## src/rtl/brcag_pkg.sv

```systemverilog
// shared types, constants and helpers for the blit rectangle clip address generator
package brcag_pkg;

   localparam int DIM_W     = 13;  // sizes and pitches
   localparam int COORD_W   = 14;  // signed command coordinates
   localparam int WIDE_W    = 16;  // signed internal coordinates
   localparam int PIX_W     = 12;  // clipped coordinates, 0..MAX_DIM-1
   localparam int FMT_W     = 2;
   localparam int KIND_W    = 2;
   localparam int CSR_IDX_W = 3;
   localparam int PROD_W    = DIM_W + PIX_W;
   localparam int OFS_W     = 26;
   localparam int PIXOFS_W  = OFS_W - 2;  // four bytes per pixel
   localparam int ROWB_W    = 15;

   localparam logic [DIM_W-1:0] MAX_DIM = 13'd4096;

   localparam logic [KIND_W-1:0] KIND_COPY_ALL  = 2'd0;
   localparam logic [KIND_W-1:0] KIND_COPY_AREA = 2'd1;
   localparam logic [KIND_W-1:0] KIND_MOVE      = 2'd2;
   localparam logic [KIND_W-1:0] KIND_NONE      = 2'd3;

   localparam logic [FMT_W-1:0] FMT_RGB32 = 2'd0;
   localparam logic [FMT_W-1:0] FMT_BGR32 = 2'd1;

   localparam logic [CSR_IDX_W-1:0] CSR_DST_WIDTH  = 3'd0;
   localparam logic [CSR_IDX_W-1:0] CSR_DST_HEIGHT = 3'd1;
   localparam logic [CSR_IDX_W-1:0] CSR_DST_PITCH  = 3'd2;
   localparam logic [CSR_IDX_W-1:0] CSR_DST_FORMAT = 3'd3;
   localparam logic [CSR_IDX_W-1:0] CSR_SRC_WIDTH  = 3'd4;
   localparam logic [CSR_IDX_W-1:0] CSR_SRC_HEIGHT = 3'd5;
   localparam logic [CSR_IDX_W-1:0] CSR_SRC_PITCH  = 3'd6;
   localparam logic [CSR_IDX_W-1:0] CSR_SRC_FORMAT = 3'd7;

   typedef struct packed {
      logic [DIM_W-1:0] dst_width;
      logic [DIM_W-1:0] dst_height;
      logic [DIM_W-1:0] dst_line_pitch;
      logic [FMT_W-1:0] dst_pixel_format;
      logic [DIM_W-1:0] src_width;
      logic [DIM_W-1:0] src_height;
      logic [DIM_W-1:0] src_line_pitch;
      logic [FMT_W-1:0] src_pixel_format;
   } cfg_type;

   typedef struct packed {
      logic [KIND_W-1:0]         kind;
      logic signed [COORD_W-1:0] pos_x;
      logic signed [COORD_W-1:0] pos_y;
      logic signed [COORD_W-1:0] rect_x;
      logic signed [COORD_W-1:0] rect_y;
      logic [DIM_W-1:0]          rect_w;
      logic [DIM_W-1:0]          rect_h;
   } cmd_type;

   // clip bounds, before widths and row selection
   typedef struct packed {
      logic                     zero;    // nothing to copy (error or unknown kind)
      logic                     status;
      logic                     desc;
      logic signed [WIDE_W-1:0] ox;
      logic signed [WIDE_W-1:0] oy;
      logic signed [WIDE_W-1:0] x0;
      logic signed [WIDE_W-1:0] y0;
      logic signed [WIDE_W-1:0] x1;
      logic signed [WIDE_W-1:0] y1;
      logic [DIM_W-1:0]         spitch;
   } bounds_type;

   typedef struct packed {
      logic             ok;      // non-empty, valid copy
      logic             status;
      logic             desc;
      logic [PIX_W-1:0] x0;
      logic [PIX_W-1:0] sx;
      logic [PIX_W-1:0] dy;
      logic [PIX_W-1:0] sy;
      logic [DIM_W-1:0] w;
      logic [DIM_W-1:0] h;
      logic [DIM_W-1:0] spitch;
   } clip_type;

   typedef struct packed {
      logic              ok;
      logic              status;
      logic              desc;
      logic [PIX_W-1:0]  x0;
      logic [PIX_W-1:0]  sx;
      logic [DIM_W-1:0]  w;
      logic [DIM_W-1:0]  h;
      logic [PROD_W-1:0] dprod;
      logic [PROD_W-1:0] sprod;
   } mul_type;

   function automatic logic [DIM_W-1:0] clamp_dim(input logic [DIM_W-1:0] v);
      return (v > MAX_DIM) ? MAX_DIM : v;
   endfunction

   function automatic logic signed [WIDE_W-1:0] smax(input logic signed [WIDE_W-1:0] a,
                                                     input logic signed [WIDE_W-1:0] b);
      return (a > b) ? a : b;
   endfunction

   function automatic logic signed [WIDE_W-1:0] smin(input logic signed [WIDE_W-1:0] a,
                                                     input logic signed [WIDE_W-1:0] b);
      return (a < b) ? a : b;
   endfunction

endpackage

```

## src/rtl/brcag_clip.sv

```systemverilog
// two-stage rectangle clipper: bounds, then width, height and start rows
module brcag_clip (
   input  logic               clock,
   input  logic               reset,
   input  logic               in_valid,
   input  brcag_pkg::cmd_type cmd,
   input  brcag_pkg::cfg_type cfg,
   output logic               out_valid,
   output brcag_pkg::clip_type out_clip
);

   logic                            bnd_vld_ff;
   brcag_pkg::bounds_type           bnd_in;
   brcag_pkg::bounds_type           bnd_ff;
   logic                            clip_vld_ff;
   brcag_pkg::clip_type             clip_in;
   brcag_pkg::clip_type             clip_ff;

   logic signed [brcag_pkg::WIDE_W-1:0] px, py, rx, ry, rw, rh, sw, sh, dw, dh;
   logic signed [brcag_pkg::WIDE_W-1:0] w_s, h_s, dy_s, sy_s, sx_s;
   logic                                fmt_err, empty;

   // stage 1: select operands and intersect the three rectangles
   always_comb begin
      px = {{2{cmd.pos_x[brcag_pkg::COORD_W-1]}}, cmd.pos_x};
      py = {{2{cmd.pos_y[brcag_pkg::COORD_W-1]}}, cmd.pos_y};
      rx = {{2{cmd.rect_x[brcag_pkg::COORD_W-1]}}, cmd.rect_x};
      ry = {{2{cmd.rect_y[brcag_pkg::COORD_W-1]}}, cmd.rect_y};
      rw = {3'b000, brcag_pkg::clamp_dim(cmd.rect_w)};
      rh = {3'b000, brcag_pkg::clamp_dim(cmd.rect_h)};
      dw = {3'b000, brcag_pkg::clamp_dim(cfg.dst_width)};
      dh = {3'b000, brcag_pkg::clamp_dim(cfg.dst_height)};
      sw = {3'b000, brcag_pkg::clamp_dim(cfg.src_width)};
      sh = {3'b000, brcag_pkg::clamp_dim(cfg.src_height)};
      bnd_in.spitch = cfg.src_line_pitch;
      bnd_in.desc   = 1'b0;
      fmt_err = (cfg.dst_pixel_format != cfg.src_pixel_format) ||
                (cfg.dst_pixel_format[1] != 1'b0);

      case (cmd.kind)
         brcag_pkg::KIND_MOVE: begin
            // the source is the destination buffer itself
            sw            = dw;
            sh            = dh;
            bnd_in.spitch = cfg.dst_line_pitch;
            bnd_in.desc   = (py >= ry);
            fmt_err       = (cfg.dst_pixel_format[1] != 1'b0);
         end
         brcag_pkg::KIND_COPY_ALL: begin
            rx = '0;
            ry = '0;
            rw = sw;
            rh = sh;
         end
         default: begin
         end
      endcase

      bnd_in.status = fmt_err && (cmd.kind != brcag_pkg::KIND_NONE);
      bnd_in.zero   = fmt_err || (cmd.kind == brcag_pkg::KIND_NONE);
      bnd_in.ox     = px - rx;
      bnd_in.oy     = py - ry;
      bnd_in.x0     = brcag_pkg::smax(brcag_pkg::smax('0, px), bnd_in.ox);
      bnd_in.y0     = brcag_pkg::smax(brcag_pkg::smax('0, py), bnd_in.oy);
      bnd_in.x1     = brcag_pkg::smin(brcag_pkg::smin(dw, px + rw), bnd_in.ox + sw);
      bnd_in.y1     = brcag_pkg::smin(brcag_pkg::smin(dh, py + rh), bnd_in.oy + sh);
   end

   always_ff @(posedge clock) begin
      if (reset) begin
         bnd_vld_ff <= 1'b0;
      end else begin
         bnd_vld_ff <= in_valid;
      end
      bnd_ff <= bnd_in;
   end

   // stage 2: size of the clip and first row in each buffer
   always_comb begin
      empty = (bnd_ff.x1 <= bnd_ff.x0) || (bnd_ff.y1 <= bnd_ff.y0);
      w_s   = bnd_ff.x1 - bnd_ff.x0;
      h_s   = bnd_ff.y1 - bnd_ff.y0;
      // descending copies start on the last row
      dy_s  = bnd_ff.desc ? (bnd_ff.y1 - 16'sd1) : bnd_ff.y0;
      sy_s  = dy_s - bnd_ff.oy;
      sx_s  = bnd_ff.x0 - bnd_ff.ox;

      clip_in.ok     = !bnd_ff.zero && !empty;
      clip_in.status = bnd_ff.status;
      clip_in.desc   = bnd_ff.desc;
      clip_in.x0     = bnd_ff.x0[brcag_pkg::PIX_W-1:0];
      clip_in.sx     = sx_s[brcag_pkg::PIX_W-1:0];
      clip_in.dy     = dy_s[brcag_pkg::PIX_W-1:0];
      clip_in.sy     = sy_s[brcag_pkg::PIX_W-1:0];
      clip_in.w      = w_s[brcag_pkg::DIM_W-1:0];
      clip_in.h      = h_s[brcag_pkg::DIM_W-1:0];
      clip_in.spitch = bnd_ff.spitch;
   end

   always_ff @(posedge clock) begin
      if (reset) begin
         clip_vld_ff <= 1'b0;
      end else begin
         clip_vld_ff <= bnd_vld_ff;
      end
      clip_ff <= clip_in;
   end

   assign out_valid = clip_vld_ff;
   assign out_clip  = clip_ff;

endmodule

```

## src/rtl/blit_rect_clip_address_gen_unit.sv

```systemverilog
// top level of the 2d blit rectangle clip and address generator
// Usage:
//   Write the eight frame buffer registers through csr_we / csr_index / csr_wdata
//   while no command is in flight; a write takes effect at the clock edge.
//   A command word is taken at each rising edge with start high and busy low.
//   busy stays low: a new command may be issued in every cycle.
//   Each command gives exactly one descriptor word: rsp_strobe is high for one
//   cycle with the descriptor fields, and the word is taken at the edge that
//   ends that cycle. The receiver cannot stall the block.
//   rsp_strobe goes high once the command has passed the input register, the clip
//   bounds, clip size and row multiply registers, then the offset add in front
//   of the output register.
//   Throughput is one command per cycle; the two pitch-times-row multipliers
//   sit in a stage of their own.
//   Format errors give status 1 with all other fields zero; an empty clip or
//   an unknown kind gives status 0 with all fields zero.
//   Synchronous reset clears the frame buffer registers to zero and drops all
//   commands in flight; no descriptor is produced for them.
module blit_rect_clip_address_gen_unit (
   input  logic                                clock,
   input  logic                                reset,
   input  logic                                start,
   output logic                                busy,
   input  logic [brcag_pkg::KIND_W-1:0]        req_kind,
   input  logic signed [brcag_pkg::COORD_W-1:0] req_pos_x,
   input  logic signed [brcag_pkg::COORD_W-1:0] req_pos_y,
   input  logic signed [brcag_pkg::COORD_W-1:0] req_rect_x,
   input  logic signed [brcag_pkg::COORD_W-1:0] req_rect_y,
   input  logic [brcag_pkg::DIM_W-1:0]         req_rect_w,
   input  logic [brcag_pkg::DIM_W-1:0]         req_rect_h,
   input  logic                                csr_we,
   input  logic [brcag_pkg::CSR_IDX_W-1:0]     csr_index,
   input  logic [brcag_pkg::DIM_W-1:0]         csr_wdata,
   output logic                                rsp_strobe,
   output logic                                rsp_status,
   output logic [brcag_pkg::OFS_W-1:0]         rsp_dst_offset,
   output logic [brcag_pkg::OFS_W-1:0]         rsp_src_offset,
   output logic [brcag_pkg::ROWB_W-1:0]        rsp_row_bytes,
   output logic [brcag_pkg::DIM_W-1:0]         rsp_row_count,
   output logic                                rsp_descending
);

   brcag_pkg::cfg_type  cfg_in, cfg_ff;
   brcag_pkg::cmd_type  cmd_in, cmd_ff;
   logic                cmd_vld_ff;
   logic                clip_vld;
   brcag_pkg::clip_type clip;
   brcag_pkg::mul_type  mul_in, mul_ff;
   logic                mul_vld_ff;

   logic [brcag_pkg::PROD_W-1:0] dsum, ssum;

   logic                          strobe_ff;
   logic                          status_ff;
   logic [brcag_pkg::OFS_W-1:0]   dofs_ff, dofs_in;
   logic [brcag_pkg::OFS_W-1:0]   sofs_ff, sofs_in;
   logic [brcag_pkg::ROWB_W-1:0]  rowb_ff, rowb_in;
   logic [brcag_pkg::DIM_W-1:0]   rows_ff, rows_in;
   logic                          desc_ff, desc_in;

   assign busy = 1'b0;

   // register file
   always_comb begin
      cfg_in = cfg_ff;
      if (csr_we) begin
         unique case (csr_index)
            brcag_pkg::CSR_DST_WIDTH:  cfg_in.dst_width        = csr_wdata;
            brcag_pkg::CSR_DST_HEIGHT: cfg_in.dst_height       = csr_wdata;
            brcag_pkg::CSR_DST_PITCH:  cfg_in.dst_line_pitch   = csr_wdata;
            brcag_pkg::CSR_DST_FORMAT: cfg_in.dst_pixel_format =
                                          csr_wdata[brcag_pkg::FMT_W-1:0];
            brcag_pkg::CSR_SRC_WIDTH:  cfg_in.src_width        = csr_wdata;
            brcag_pkg::CSR_SRC_HEIGHT: cfg_in.src_height       = csr_wdata;
            brcag_pkg::CSR_SRC_PITCH:  cfg_in.src_line_pitch   = csr_wdata;
            brcag_pkg::CSR_SRC_FORMAT: cfg_in.src_pixel_format =
                                          csr_wdata[brcag_pkg::FMT_W-1:0];
            default: begin
            end
         endcase
      end
   end

   always_ff @(posedge clock) begin
      if (reset) begin
         cfg_ff <= '0;
      end else begin
         cfg_ff <= cfg_in;
      end
   end

   // command input register
   always_comb begin
      cmd_in.kind   = req_kind;
      cmd_in.pos_x  = req_pos_x;
      cmd_in.pos_y  = req_pos_y;
      cmd_in.rect_x = req_rect_x;
      cmd_in.rect_y = req_rect_y;
      cmd_in.rect_w = req_rect_w;
      cmd_in.rect_h = req_rect_h;
   end

   always_ff @(posedge clock) begin
      if (reset) begin
         cmd_vld_ff <= 1'b0;
      end else begin
         cmd_vld_ff <= start && !busy;
      end
      if (start && !busy) begin
         cmd_ff <= cmd_in;
      end
   end

   brcag_clip u_clip (
      .clock     (clock),
      .reset     (reset),
      .in_valid  (cmd_vld_ff),
      .cmd       (cmd_ff),
      .cfg       (cfg_ff),
      .out_valid (clip_vld),
      .out_clip  (clip)
   );

   // row times pitch for both buffers
   always_comb begin
      mul_in.ok     = clip.ok;
      mul_in.status = clip.status;
      mul_in.desc   = clip.desc;
      mul_in.x0     = clip.x0;
      mul_in.sx     = clip.sx;
      mul_in.w      = clip.w;
      mul_in.h      = clip.h;
      mul_in.dprod  = {{(brcag_pkg::PROD_W-brcag_pkg::DIM_W){1'b0}}, cfg_ff.dst_line_pitch} *
                      {{(brcag_pkg::PROD_W-brcag_pkg::PIX_W){1'b0}}, clip.dy};
      mul_in.sprod  = {{(brcag_pkg::PROD_W-brcag_pkg::DIM_W){1'b0}}, clip.spitch} *
                      {{(brcag_pkg::PROD_W-brcag_pkg::PIX_W){1'b0}}, clip.sy};
   end

   always_ff @(posedge clock) begin
      if (reset) begin
         mul_vld_ff <= 1'b0;
      end else begin
         mul_vld_ff <= clip_vld;
      end
      mul_ff <= mul_in;
   end

   // add the column, scale to bytes, zero all fields but the status when nothing is copied
   always_comb begin
      dsum    = mul_ff.dprod + {{(brcag_pkg::PROD_W-brcag_pkg::PIX_W){1'b0}}, mul_ff.x0};
      ssum    = mul_ff.sprod + {{(brcag_pkg::PROD_W-brcag_pkg::PIX_W){1'b0}}, mul_ff.sx};
      dofs_in = '0;
      sofs_in = '0;
      rowb_in = '0;
      rows_in = '0;
      desc_in = 1'b0;
      if (mul_ff.ok) begin
         dofs_in = {dsum[brcag_pkg::PIXOFS_W-1:0], 2'b00};
         sofs_in = {ssum[brcag_pkg::PIXOFS_W-1:0], 2'b00};
         rowb_in = {mul_ff.w, 2'b00};
         rows_in = mul_ff.h;
         desc_in = mul_ff.desc;
      end
   end

   always_ff @(posedge clock) begin
      if (reset) begin
         strobe_ff <= 1'b0;
      end else begin
         strobe_ff <= mul_vld_ff;
      end
      status_ff <= mul_ff.status;
      dofs_ff   <= dofs_in;
      sofs_ff   <= sofs_in;
      rowb_ff   <= rowb_in;
      rows_ff   <= rows_in;
      desc_ff   <= desc_in;
   end

   assign rsp_strobe     = strobe_ff;
   assign rsp_status     = status_ff;
   assign rsp_dst_offset = dofs_ff;
   assign rsp_src_offset = sofs_ff;
   assign rsp_row_bytes  = rowb_ff;
   assign rsp_row_count  = rows_ff;
   assign rsp_descending = desc_ff;

endmodule

```

## config.mk

```make
export PLATFORM = sky130hd
export DESIGN_NAME = blit_rect_clip_address_gen_unit
export DESIGN_NICKNAME = d
export VERILOG_FILES = /design/src/rtl/brcag_pkg.sv /design/src/rtl/brcag_clip.sv /design/src/rtl/blit_rect_clip_address_gen_unit.sv
export SDC_FILE = /design/constraint.sdc
export NUM_CORES = 2
export LEC_CHECK = 0
export BUFFER_PORTS_ARGS = -buffer_cell sky130_fd_sc_hd__buf_2
export CORE_MARGIN = 1
export CORE_UTILIZATION = 60
export CTS_BUF_LIST = sky130_fd_sc_hd__clkbuf_2
export CTS_CLUSTER_DIAMETER = 80
export CTS_CLUSTER_SIZE = 30
export DETAILED_ROUTE_END_ITERATION = 8
export GPL_TIMING_DRIVEN = 0
export MAX_ROUTING_LAYER = met4
export PLACE_DENSITY = 0.78
export SLEW_MARGIN = 20
export SYNTH_ARGS = -nofsm -noshare
export SYNTH_HDL_FRONTEND = slang
export SYNTH_SLANG_ARGS = --single-unit
```

## constraint.sdc

```tcl
create_clock -name clock -period 11.7 [get_ports clock]
set_input_delay 0.585 -clock clock [delete_from_list [all_inputs] [get_ports clock]]
set_output_delay 0.585 -clock clock [all_outputs]
set_load 0.05 [all_outputs]
```

==> run metrics <==
Crit path max-delay family compound AO/OA/AOI/OAI gates; Nets 5059; I/O Buffers 175; worst skew pair latency 1.30 ns; clk_skew 0.0851 ns; CP max FO 10; arrival time at the worst endpoint 9.86 ns; Routed WL per cell 18.1 um; clock slew seen by the registers of the worst setup and hold paths 0.51 ns; Comb power frac 0.496; CTS H-Tree Depth 1; RSZ-0062 raised after global routing false; predominant post-synthesis flop cell dfxtp_1; critical path buffer and inverter count 8; clock sinks 542; area of the core 58900 um^2; relative max-transition margin 0.353; Slew @ Worst Pin 0.971 ns; CTS tree built; crit-path max cell delay 0.65 ns; Synth cell types 98; Place WS 3.44 ns; Worst R2R Path Depth 36; Critical Path Slowest Stage Cell edfxtp_1; largest net degree at the start of global routing 67; final wirelength 93000 um; total power 6.91 mW; Crit path depth 36; Post-CTS Setup Bufs 0; Final period util 0.740; Internal 3.87 mW; initial core utilization 0.607; drt drc 0; share of post-route cells with drive strength above 1 0.0681; Async S/R FF share, synth 0; Mapped Cells 3926; Fin Setup TNS 0 ns; Die Area 60600 um^2; Seq cells post-synth 542; sequential share of the synthesized area 0.327; Die Span X 246 um; fin crit period 8.66 ns; Detailed Route Iter0 Violations 2201; first-pass GRT wire length 148000 um; total of max-cap violations 0; Pre-antenna DRT Iters 7; commonest non-fill, non-tap cell in the layout nand2_1; final worst slack 3.04 ns; CTS Buffer Depth 3; Syn Area/Cell 9.11 um^2; most frequent cells in the layout 584 x nand2_1, 458 x dfxtp_1, 431 x inv_1; synthesized area 35800 um^2; Rows 89; data required time of the critical path 12.90 ns; CP endpoint kind flop; worst vdd ir 0.160 mV; Seq pwr share 0.395; Final Hold Fails 0; gr usage total 0.319; Root Driver clkbuf_2; Max Slew Vio Count 0; Ports 188; Hold WC Path Type in2reg; post-DP HPWL 70500 um; Layout Cells excl Fill 5142; area growth from synthesis to layout 12.1%; global placement routability congestion 0.985; CTS buffer count 26; initial antenna violation count 8; Overflow after GRT 0; PD cells 172 nW/um^2; crit start category flop; # setup viols final 0; sw frac 0.441; die height 246 um; Post-Place Cells 4887; worst setup path category reg2reg; Synth warnings 0; Antenna Violating Nets Remaining 0; Post-synth EDFFs 84; vias in the first global route 28100; run status completed; Cells on Worst Hold Path 4; via count 28900; Via-to-Cell Ratio 5.62; P_sw 3.05 mW; Hold Slack 0.125 ns; fmax 115 MHz; Clk pwr share 0.109; Pleak 18.7 nW
==> stage by stage <==
stage	utilization	area, um^2
after floorplan	-	35800
after global placement	0.639	37600
after detailed placement	0.640	37700
after CTS	0.680	40100
after global routing	0.681	40100
final	0.681	40100
==> power by group through the flow <==
stage | clock network (mW) | logic (mW) | registers (mW)
after floorplan | 0 | 2.21 | 2.88
after global placement | 0 | 3.26 | 2.75
after detailed placement | 0 | 3.32 | 2.77
after CTS | 0.769 | 3.38 | 2.73
after global routing | 0.846 | 3.77 | 2.78
final | 0.754 | 3.43 | 2.73
==> state kept, by name (all words and copies together), names as in the netlist, 13 cells and up <==
name             flops
u_clip.bnd_ff      104
mul_ff             101
u_clip.out_clip     90
cmd_ff              84
cfg_ff              82
rsp_dst_offset      24
rsp_src_offset      24
rsp_row_bytes       13
rsp_row_count       13
==> worst reg2reg max path, delay by kind of cell (launching register included) <==
kind,cells,cell delay [ns]
simple gates,9,2.10
xor+xnor,1,0.28
compound gates,12,2.19
mux,1,0.36
flops,1,0.65
fa+ha+maj,5,1.45
buf+inv,8,1.53
==> final timing paths <==
kind                             from  slack (ns)           endpoint
setup / recovery           cmd_ff[83]        3.04  u_clip.bnd_ff[27]
hold / removal           csr_wdata[6]        0.13         cfg_ff[34]
setup reg to reg           cmd_ff[83]        3.04  u_clip.bnd_ff[27]
hold reg to reg   u_clip.out_clip[70]        0.35         mul_ff[83]
==> cell usage after synthesis, drive strengths merged, types with 22 or more instances <==
cell type	count	area share
nor2	187	0.020
fa	230	0.13
nor2b	96	0.017
o21ai	145	0.020
nor4	22	0.0038
nand2b	47	0.0082
xor2	68	0.017
o21a	39	0.0082
dfxtp	458	0.26
mux2	25	0.0079
nand4	33	0.0058
clkbuf	116	0.012
nor3	65	0.0092
xnor2	94	0.023
and2	150	0.026
nand3	61	0.0085
or3	32	0.0056
ha	381	0.13
inv	433	0.045
a21oi	233	0.033
a22o	22	0.0054
a21o	47	0.0099
nand2	584	0.061
edfxtp	84	0.071
==> what timing repair did <==
action	4_1_cts	5_1_grt
hold buffers	202	0
resized for setup	0	0
endpoints found under the hold margin	255	0
==> final cells by class <==
class                           instances  area, um^2
Timing Repair Buffer                  378        2930
Fill cell                            4624       18800
Sequential cell                       542       11700
Inverter                              435        1630
Clock buffer                           29         145
Tap cell                              773         967
Clock inverter                         15         234
Antenna cell                            9        22.5
Buffer                                135         554
Multi-Input combinational cell       2826       21900
==> kinds of logic after synthesis <==
kind of cell,after synthesis,synth area share
simple gates,1343,0.179
flops,542,0.327
other cells,1,0.000105
buf+inv,570,0.0612
compound gates,659,0.120
mux,38,0.0115
xor+xnor,162,0.0397
fa+ha+maj,611,0.262
==> routing by layer <==
metal  GRT usage  vias up  share of wire
li1            -    13900              -
met1       0.408    13500           0.41
met5           -        -              0
met2       0.508     1224           0.46
met3      0.0495      207          0.084
met4       0.126        0          0.042
No activity file was read; power rests on OpenSTA's default activity.
